<file path="config.mk">
export PLATFORM = sky130hd
export DESIGN_NAME = fpn_fade_cell
export DESIGN_NICKNAME = d
export VERILOG_FILES = /design/src/hw/rtl/fpn_pkg.sv /design/src/hw/rtl/fpn_fade_cell.sv
export SDC_FILE = /design/constraint.sdc
export NUM_CORES = 1
export LEC_CHECK = 0
export ABC_AREA = 1
export CORE_MARGIN = 4
export CORE_UTILIZATION = 55
export CTS_BUF_LIST = sky130_fd_sc_hd__clkbuf_16
export CTS_CLUSTER_SIZE = 24
export DETAILED_ROUTE_END_ITERATION = 7
export DONT_BUFFER_PORTS = 1
export PLACE_DENSITY = 0.7
export SLEW_MARGIN = 20
export SYNTH_ARGS = -nofsm -noshare
export SYNTH_HDL_FRONTEND = slang
export SYNTH_SLANG_ARGS = --single-unit
</file>
<file path="constraint.sdc">
create_clock -name clk -period 23.6 [get_ports clk]
set_input_delay 5.9 -clock clk [delete_from_list [all_inputs] [get_ports clk]]
set_output_delay 5.9 -clock clk [all_outputs]
set_load 0.03 [all_outputs]
</file>
<file path="src/hw/rtl/fpn_pkg.sv">
// ---------------------------------------------------------------------------
// fpn_pkg: shared types and constants for the fractal noise generator
// Word formats, fixed-point widths, gradient selection and the per-octave
// normalization constants.
// ---------------------------------------------------------------------------
`default_nettype none

package fpn_pkg;

    localparam int FRAC_BITS    = 16;
    localparam int TABLE_AW     = 8;
    localparam int DIM_W        = 10;
    localparam int MAX_LOG2_DIM = 10;
    localparam int MAX_OCTAVES  = 8;
    localparam int ADDR_W       = 30;
    localparam int COORD_W      = 24;
    localparam int FADE_STEPS   = 4;
    localparam int P_W          = 24;
    localparam int G_W          = 19;
    localparam int N_W          = 20;
    localparam int SUM_W        = 22;
    localparam int RECIP_W      = 18;
    localparam int CFG_IDX_W    = 3;

    // Configuration register indexes.
    localparam logic [CFG_IDX_W-1:0] CFG_WIDTH_LOG2  = 3'd0;
    localparam logic [CFG_IDX_W-1:0] CFG_HEIGHT_LOG2 = 3'd1;
    localparam logic [CFG_IDX_W-1:0] CFG_DEPTH_LOG2  = 3'd2;
    localparam logic [CFG_IDX_W-1:0] CFG_OCTAVES     = 3'd3;
    localparam logic [CFG_IDX_W-1:0] CFG_SCALE       = 3'd4;

    // Function codes of a request word.
    localparam logic FUNC_LOAD = 1'b0;
    localparam logic FUNC_EVAL = 1'b1;

    typedef struct packed {
        logic                func;
        logic [7:0]          entry_index;
        logic [7:0]          entry_value;
        logic [DIM_W-1:0]    voxel_x;
        logic [DIM_W-1:0]    voxel_y;
        logic [DIM_W-1:0]    voxel_z;
    } req_t;

    typedef struct packed {
        logic [7:0]          density;
        logic [ADDR_W-1:0]   texel_address;
    } rsp_t;

    // Data handed from one fade cell to the next.
    typedef struct packed {
        logic [FRAC_BITS-1:0]  t;
        logic signed [P_W-1:0] p;
        logic signed [P_W-1:0] bias;
    } fade_stage_t;

    // Gradient dot product for one corner, selected by the low hash bits.
    function automatic logic signed [G_W-1:0] grad_q(
        input logic [3:0]         h,
        input logic signed [17:0] x,
        input logic signed [17:0] y,
        input logic signed [17:0] z
    );
        logic signed [G_W-1:0] u;
        logic signed [G_W-1:0] v;
        u = (h < 4'd8) ? {x[17], x} : {y[17], y};
        if (h < 4'd4)
            v = {y[17], y};
        else if (h == 4'd12 || h == 4'd14)
            v = {x[17], x};
        else
            v = {z[17], z};
        return (h[0] ? -u : u) + (h[1] ? -v : v);
    endfunction

    // Rounded 2^(k-1+F) / (2^k - 1) for k octaves.
    function automatic logic [RECIP_W-1:0] recip_q(input logic [3:0] k);
        logic [RECIP_W-1:0] r;
        case (k)
            4'd1:    r = 18'd65536;
            4'd2:    r = 18'd43691;
            4'd3:    r = 18'd37449;
            4'd4:    r = 18'd34953;
            4'd5:    r = 18'd33825;
            4'd6:    r = 18'd33288;
            4'd7:    r = 18'd33026;
            default: r = 18'd32897;
        endcase
        return r;
    endfunction

endpackage

`default_nettype wire

</file>
<file path="src/hw/rtl/fpn_fade_cell.sv">
// ---------------------------------------------------------------------------
// fpn_fade_cell: one step of the fade polynomial
// Multiplies the running polynomial by the weight, rescales, adds the bias
// and hands the result to the next cell every cycle.
// ---------------------------------------------------------------------------
`default_nettype none

module fpn_fade_cell
    import fpn_pkg::*;
(
    input  wire logic        clk,
    input  fade_stage_t      stage_in,
    output fade_stage_t      stage_out
);

    logic signed [FRAC_BITS+P_W:0] prod;
    logic signed [FRAC_BITS+P_W:0] prod_sh;
    logic signed [P_W-1:0]         p_next;

    // Product of the weight and the polynomial, floored back to Q.F.
    always_comb
    begin
        prod    = $signed({1'b0, stage_in.t}) * stage_in.p;
        prod_sh = prod >>> FRAC_BITS;
        p_next  = $signed(prod_sh[P_W-1:0]) + stage_in.bias;
    end

    always_ff @(posedge clk)
    begin
        stage_out.t    <= stage_in.t;
        stage_out.p    <= p_next;
        stage_out.bias <= '0;
    end

endmodule

`default_nettype wire

</file>
==> run_results.csv, run 1 <==
group,metric,value,unit
run_status,status,"finished, final reports clean",
cells_and_area,largest_register,"stage_out",
synth,post_synth_xor_area_fraction,1.891,%
cells_and_area,syn2layout_area_growth,1.635,%
cells_and_area,largest_reg_flops,40,
sta,setup_violations,0,
route,wl,41850,um
route,drt_iter0_markers,711,
clock_network,path_clk_slew,0.07,ns
route,ant_nets,0,
cells_and_area,num-nets-final,2777,
floorplan,coreArea,30670,um2
clock_network,holdBufCountCts,0,
cells_and_area,layout-drive-gt1-share,2.662,%
clock_network,cts_made_buffers,5,
placed_design,place_congestion,0.9416,
cells_and_area,reg.largest.list,"stage_out (40)",
synth,synth.top_cell.area_share,43.34,%
synth,muxShareOfSynthArea,0,%
synth,synthCells,2287,
synth,yosysMostFrequentCell,"inv_1",
route,vias,13270,
sta,maxSlewViolCount,0,
clock_network,h-tree-depth,2,
critical_path,cp_max_fo,25,
cells_and_area,diodes,0,
clock_network,cts_tree,"yes",
clock_network,cts.sinks,40,
critical_path,crit_required,23.82,ns
floorplan,chipHeight,184.5,um
synth,synth_cell_types,36,
global_routing,grt_max_degree,26,
route,first_pass_iters,7,
synth,synthAdderAreaFrac,52.54,%
critical_path,crit_start,"stage_in[50]",
global_routing,grt_pass1_wl,71880,um
floorplan,ios,129,
sta,min_period,12.26,ns
min_path,whs_endpoint,"stage_out[63]$_DFF_P_",
synth,synth_edf_count,0,
floorplan,start_util,55.87,%
global_routing,antenna_found_initial,0,
placed_design,numPortBuffers,0,
synth,yosys-top-cells-area,"fa_1 (43%), inv_1 (15%), nand2_1 (14%), ha_1 (9.2%), dfxtp_1 (4.7%)",
synth,ys_ff_latch,40,
synth,synth_top_family_by_area,"adder cells",
clock_network,post_cts_buffers,0,
run,max_cap_violations,0,
sta,tightest_slew,0.6408,ns
cells_and_area,finish.utilization,56.79,%
global_routing,grt_usage,26.35,%
sta,hold_violations,0,
global_routing,overflow,0,
synth,synth_compound_area_share,3.702,%
placed_design,dp_hpwl,36350,um
synth,avgSynthCellArea,7.493,um2
synth,yosys.area_share.simple,19.21,%
min_path,worstHoldPathType,"in2reg",
synth,synth.cell_area,17140,um2
synth,synthArstFlopShare,0,%
route,post_drt_wl_per_cell,16.02,um
sta,fmax,0.08158,GHz
synth,yosys_warnings,0,
floorplan,rows,64,
critical_path,critPathLaunchType,"primary input",
sta,rsz0062_at_grt,"false",
sta,relSlewSlack,57.23,%
min_path,hp-start,"stage_in[63]",
sta,layout_worst_path_cycle_share,51.94,%
global_routing,grt_pass1_vias,14840,
clock_network,postCtsResizedCells,0,
sta,setup_tns,0,ns
route,viasPerCell,5.082,
critical_path,worst-setup-path-type,"in2reg",
clock_network,cts.path.max_buffers,2,
route,drc,0,
synth,ys_seq_area_share,4.673,%
floorplan,dieArea,34050,um2
min_path,holdPathStages,0,
synth,synth_common_cells,"inv_1 (688), nand2_1 (618), fa_1 (371), ha_1 (126), nor2_1 (82)",
synth,synth_top_area_cell,"fa_1",
critical_path,cp.arrival,12.47,ns
synth,ys.flop_type,"dfxtp_1",
clock_network,cts_root_buf,"clkbuf_16",
floorplan,die_w,184.5,um
critical_path,crit_path_end_kind,"flop",
## worst max-delay path, stage by stage
cell,delay (ns)
nand2_1,0.11
fa_1,0.73
fa_1,0.45
inv_1,0.33
fa_1,0.53
fa_1,0.49
fa_1,0.52
inv_1,0.05
fa_1,0.47
inv_1,0.04
ha_1,0.36
nand2_1,0.09
nor3_1,0.26
nand2_1,0.15
nor2_1,0.25
nand4_1,0.23
nand4_1,0.16
nand2_1,0.09
ha_1,0.34
inv_1,0.06
nor3_2,0.24
nand2_1,0.09
nor4_1,0.17
nand2_1,0.09
nand3_1,0.11
inv_1,0.04
nand2_1,0.05
nand2_1,0.05
## through the flow
step / instance area, um2 / hold WS (ns) / setup WS [ns] / std cells
CTS: 17420 / 5.597 / 11.33 / 2612
finish: 17420 / 5.605 / 11.34 / 2612
global route: 17420 / 5.596 / 10.87 / 2612
floorplan: 17220 / 5.928 / 11.38 / 2310
detailed placement: 17250 / 5.929 / 11.01 / 2604
global placement: 17250 / 5.929 / 11.10 / 2604
## cell usage in the layout, fill, tap and decap left out, types with 3 or more instances in the layout
cell / Yosys / final
nor3_1: 9 / 9
nor2_4: 7 / 7
ha_1: 126 / 126
a21oi_1: 58 / 58
nand2_2: 16 / 16
xnor2_1: 10 / 10
a21o_1: 5 / 5
nand4_1: 6 / 6
dfxtp_1: 40 / 40
o21bai_1: 6 / 6
fa_1: 371 / 371
nand3_1: 43 / 43
o21a_1: 3 / 3
inv_2: 6 / 6
clkbuf_16: 0 / 5
nor2_1: 82 / 82
inv_1: 688 / 688
o21ai_2: 3 / 3
nand3_2: 3 / 3
o21ai_1: 6 / 6
nand3b_1: 3 / 3
conb_1: 1 / 24
a31oi_1: 6 / 6
xor2_1: 27 / 27
nor3_2: 4 / 4
nand2_1: 618 / 618
nor2_2: 9 / 9
o21ai_0: 20 / 20
## logic make-up (layout without fill, tap and decap cells)
family / Yosys count / after routing
AND/OR/NAND/NOR: 804 / 804
buffers and inverters: 796 / 702
adder cells (fa/ha/maj): 497 / 497
AO/OA/AOI/OAI: 112 / 112
flip-flops: 40 / 40
XOR/XNOR: 37 / 37
other: 1 / 24
## how the worst max path moves through the flow
| stage | end | slack (ns) | cells after the start |
|---|---|---|---|
| global route | stage_out[47]$_DFF_P_ | 10.87 | 28 |
| floorplan | stage_out[47]$_DFF_P_ | 11.38 | 32 |
| detailed placement | stage_out[47]$_DFF_P_ | 11.01 | 28 |
| finish | stage_out[47]$_DFF_P_ | 11.34 | 28 |
| global placement | stage_out[47]$_DFF_P_ | 11.10 | 28 |
| CTS | stage_out[47]$_DFF_P_ | 11.33 | 28 |
## layer usage
metal	global-route usage [%]	share of wire (%)	up-vias
met3	3.513	5.5	94
li1	-	-	6248
met1	32.46	39	6552
met5	0	0	-
met4	9.139	3.4	0
met2	47.60	52	379
## area by class of cell
cell class              instances  area (um2)
fillers                      2947       13250
flip-flops and latches         40       800.8
inverters                     694        2605
clock inverters                 3       46.29
well taps                     396       495.5
clock buffers                   5       125.1
multi-input cells            1474       13340
Power of run 1 is not shown: default switching activity piles up to over one toggle a cycle in this logic, so the estimate is an artifact.
==> run 2: changes to the inputs <==
==> constraint.sdc (replaced) <==
create_clock -name clk -period 11.5 [get_ports clk]
set_input_delay 2.875 -clock clk [delete_from_list [all_inputs] [get_ports clk]]
set_output_delay 2.875 -clock clk [all_outputs]
set_load 0.03 [all_outputs]
==> run 2 against run 1 <==
Net effect: global-route usage up 0.20 points; utilization unchanged; die area unchanged; cell count did not move; largest cell class unchanged; first-iteration DRC count up 5.2%; non-clock buffer count did not move; sequential share of layout area did not move; flip-flop and latch count is the same; wire length increased by 1.5%; clock-buffer cell count unchanged; via count fell by 0.79%; critical path depth unchanged.
==> run_results.csv, run 2 (same netlist as run 1, synthesis figures left out) <==
group,metric,value,unit
run_status,status,"finished, final reports clean",
run,max_cap_violations,0,
sta,min_period,9.207,ns
critical_path,cp.arrival,9.42,ns
global_routing,antenna_found_initial,0,
clock_network,postCtsResizedCells,0,
route,wl,42480,um
clock_network,cts.sinks,40,
clock_network,post_cts_buffers,0,
cells_and_area,finish.utilization,56.79,%
min_path,worstHoldPathType,"in2reg",
floorplan,dieArea,34050,um2
cells_and_area,layout_commonest_cell,"inv_1",
route,viasPerCell,5.041,
critical_path,crit_path_end_kind,"flop",
sta,fmax,0.1086,GHz
min_path,holdPathStages,0,
floorplan,coreArea,30670,um2
clock_network,cts_root_buf,"clkbuf_16",
route,drt_iter0_markers,748,
cells_and_area,syn2layout_area_growth,1.635,%
placed_design,numPortBuffers,0,
critical_path,worst-setup-path-type,"in2reg",
floorplan,start_util,55.87,%
critical_path,cp_slowest_cell,"fa_1",
min_path,hp-start,"stage_in[63]",
route,vias,13170,
critical_path,critPathLaunchType,"primary input",
cells_and_area,num-nets-final,2777,
placed_design,place_ws,2.044,ns
sta,maxSlewViolCount,0,
placed_design,placed_area,17250,um2
floorplan,ios,129,
sta,setup_tns,0,ns
critical_path,cpMostUsedCell,"nand2_1",
global_routing,grt_max_degree,26,
cells_and_area,largest_reg_flops,40,
floorplan,die_w,184.5,um
critical_path,cp_top_family,"adder cells",
clock_network,cts.path.max_buffers,2,
placed_design,place_congestion,0.9425,
sta,layout_worst_path_cycle_share,80.06,%
critical_path,cp_max_fo,25,
route,ant_nets,0,
clock_network,cts_tree,"yes",
critical_path,crit_required,11.72,ns
floorplan,rows,64,
min_path,whs_endpoint,"stage_out[63]$_DFF_P_",
global_routing,grt_pass1_vias,14570,
route,post_drt_wl_per_cell,16.26,um
global_routing,grt_usage,26.55,%
sta,final.setup.worst_slack,2.293,ns
cells_and_area,largest_register,"stage_out",
cells_and_area,diodes,0,
cells_and_area,layout-drive-gt1-share,2.662,%
floorplan,chipHeight,184.5,um
placed_design,dp_hpwl,36400,um
route,first_pass_iters,6,
clock_network,cts_made_buffers,5,
clock_network,path_clk_slew,0.07,ns
critical_path,slowest_delay,0.73,ns
sta,hold_violations,0,
clock_network,h-tree-depth,2,
cells_and_area,reg.largest.list,"stage_out (40)",
cells_and_area,final_area,17420,um2
cells_and_area,mostFrequentLayoutCells,"inv_1 (688), nand2_1 (618), fa_1 (371)",
sta,relSlewSlack,57.53,%
clock_network,holdBufCountCts,0,
critical_path,timing.critical_path.buf_inv,5,
sta,tightest_slew,0.6351,ns
global_routing,overflow,0,
route,drc,0,
sta,setup_violations,0,
sta,rsz0062_at_grt,"false",
global_routing,grt_pass1_wl,71640,um
[run 2: cell type report]
type | instances | area, um2
fillers | 2905 | 13250
inverters | 694 | 2605
flip-flops and latches | 40 | 800.8
multi-input cells | 1474 | 13340
clock buffers | 5 | 125.1
clock inverters | 3 | 46.29
well taps | 396 | 495.5
[run 2: layer usage]
| metal | up-vias | wire length [um] | share of wire [%] | global-route usage (%) |
|---|---|---|---|---|
| met5 | - | 0 | 0 | 0 |
| met4 | 0 | 1450 | 3.4 | 9.228 |
| met2 | 404 | 21620 | 51 | 47.73 |
| met1 | 6439 | 16790 | 40 | 32.80 |
| li1 | 6240 | - | - | - |
| met3 | 85 | 2607 | 6.1 | 3.691 |
[run 2: through the flow]
stage,std cells,hold WS [ns]
floorplan,2310,2.903
global placement,2604,2.904
detailed placement,2604,2.904
CTS,2612,2.563
global route,2612,2.564
finish,2612,2.574
[run 2: worst max path at each step]
stage,startpoint,endpoint,cells past startpoint
final,stage_in[50],stage_out[47]$_DFF_P_,28
after global routing,stage_in[50],stage_out[47]$_DFF_P_,28
after CTS,stage_in[50],stage_out[47]$_DFF_P_,28
after detailed placement,stage_in[50],stage_out[47]$_DFF_P_,28
after global placement,stage_in[50],stage_out[47]$_DFF_P_,28
after floorplan,stage_in[47],stage_out[47]$_DFF_P_,32
Power of run 2 is left out for the same reason.
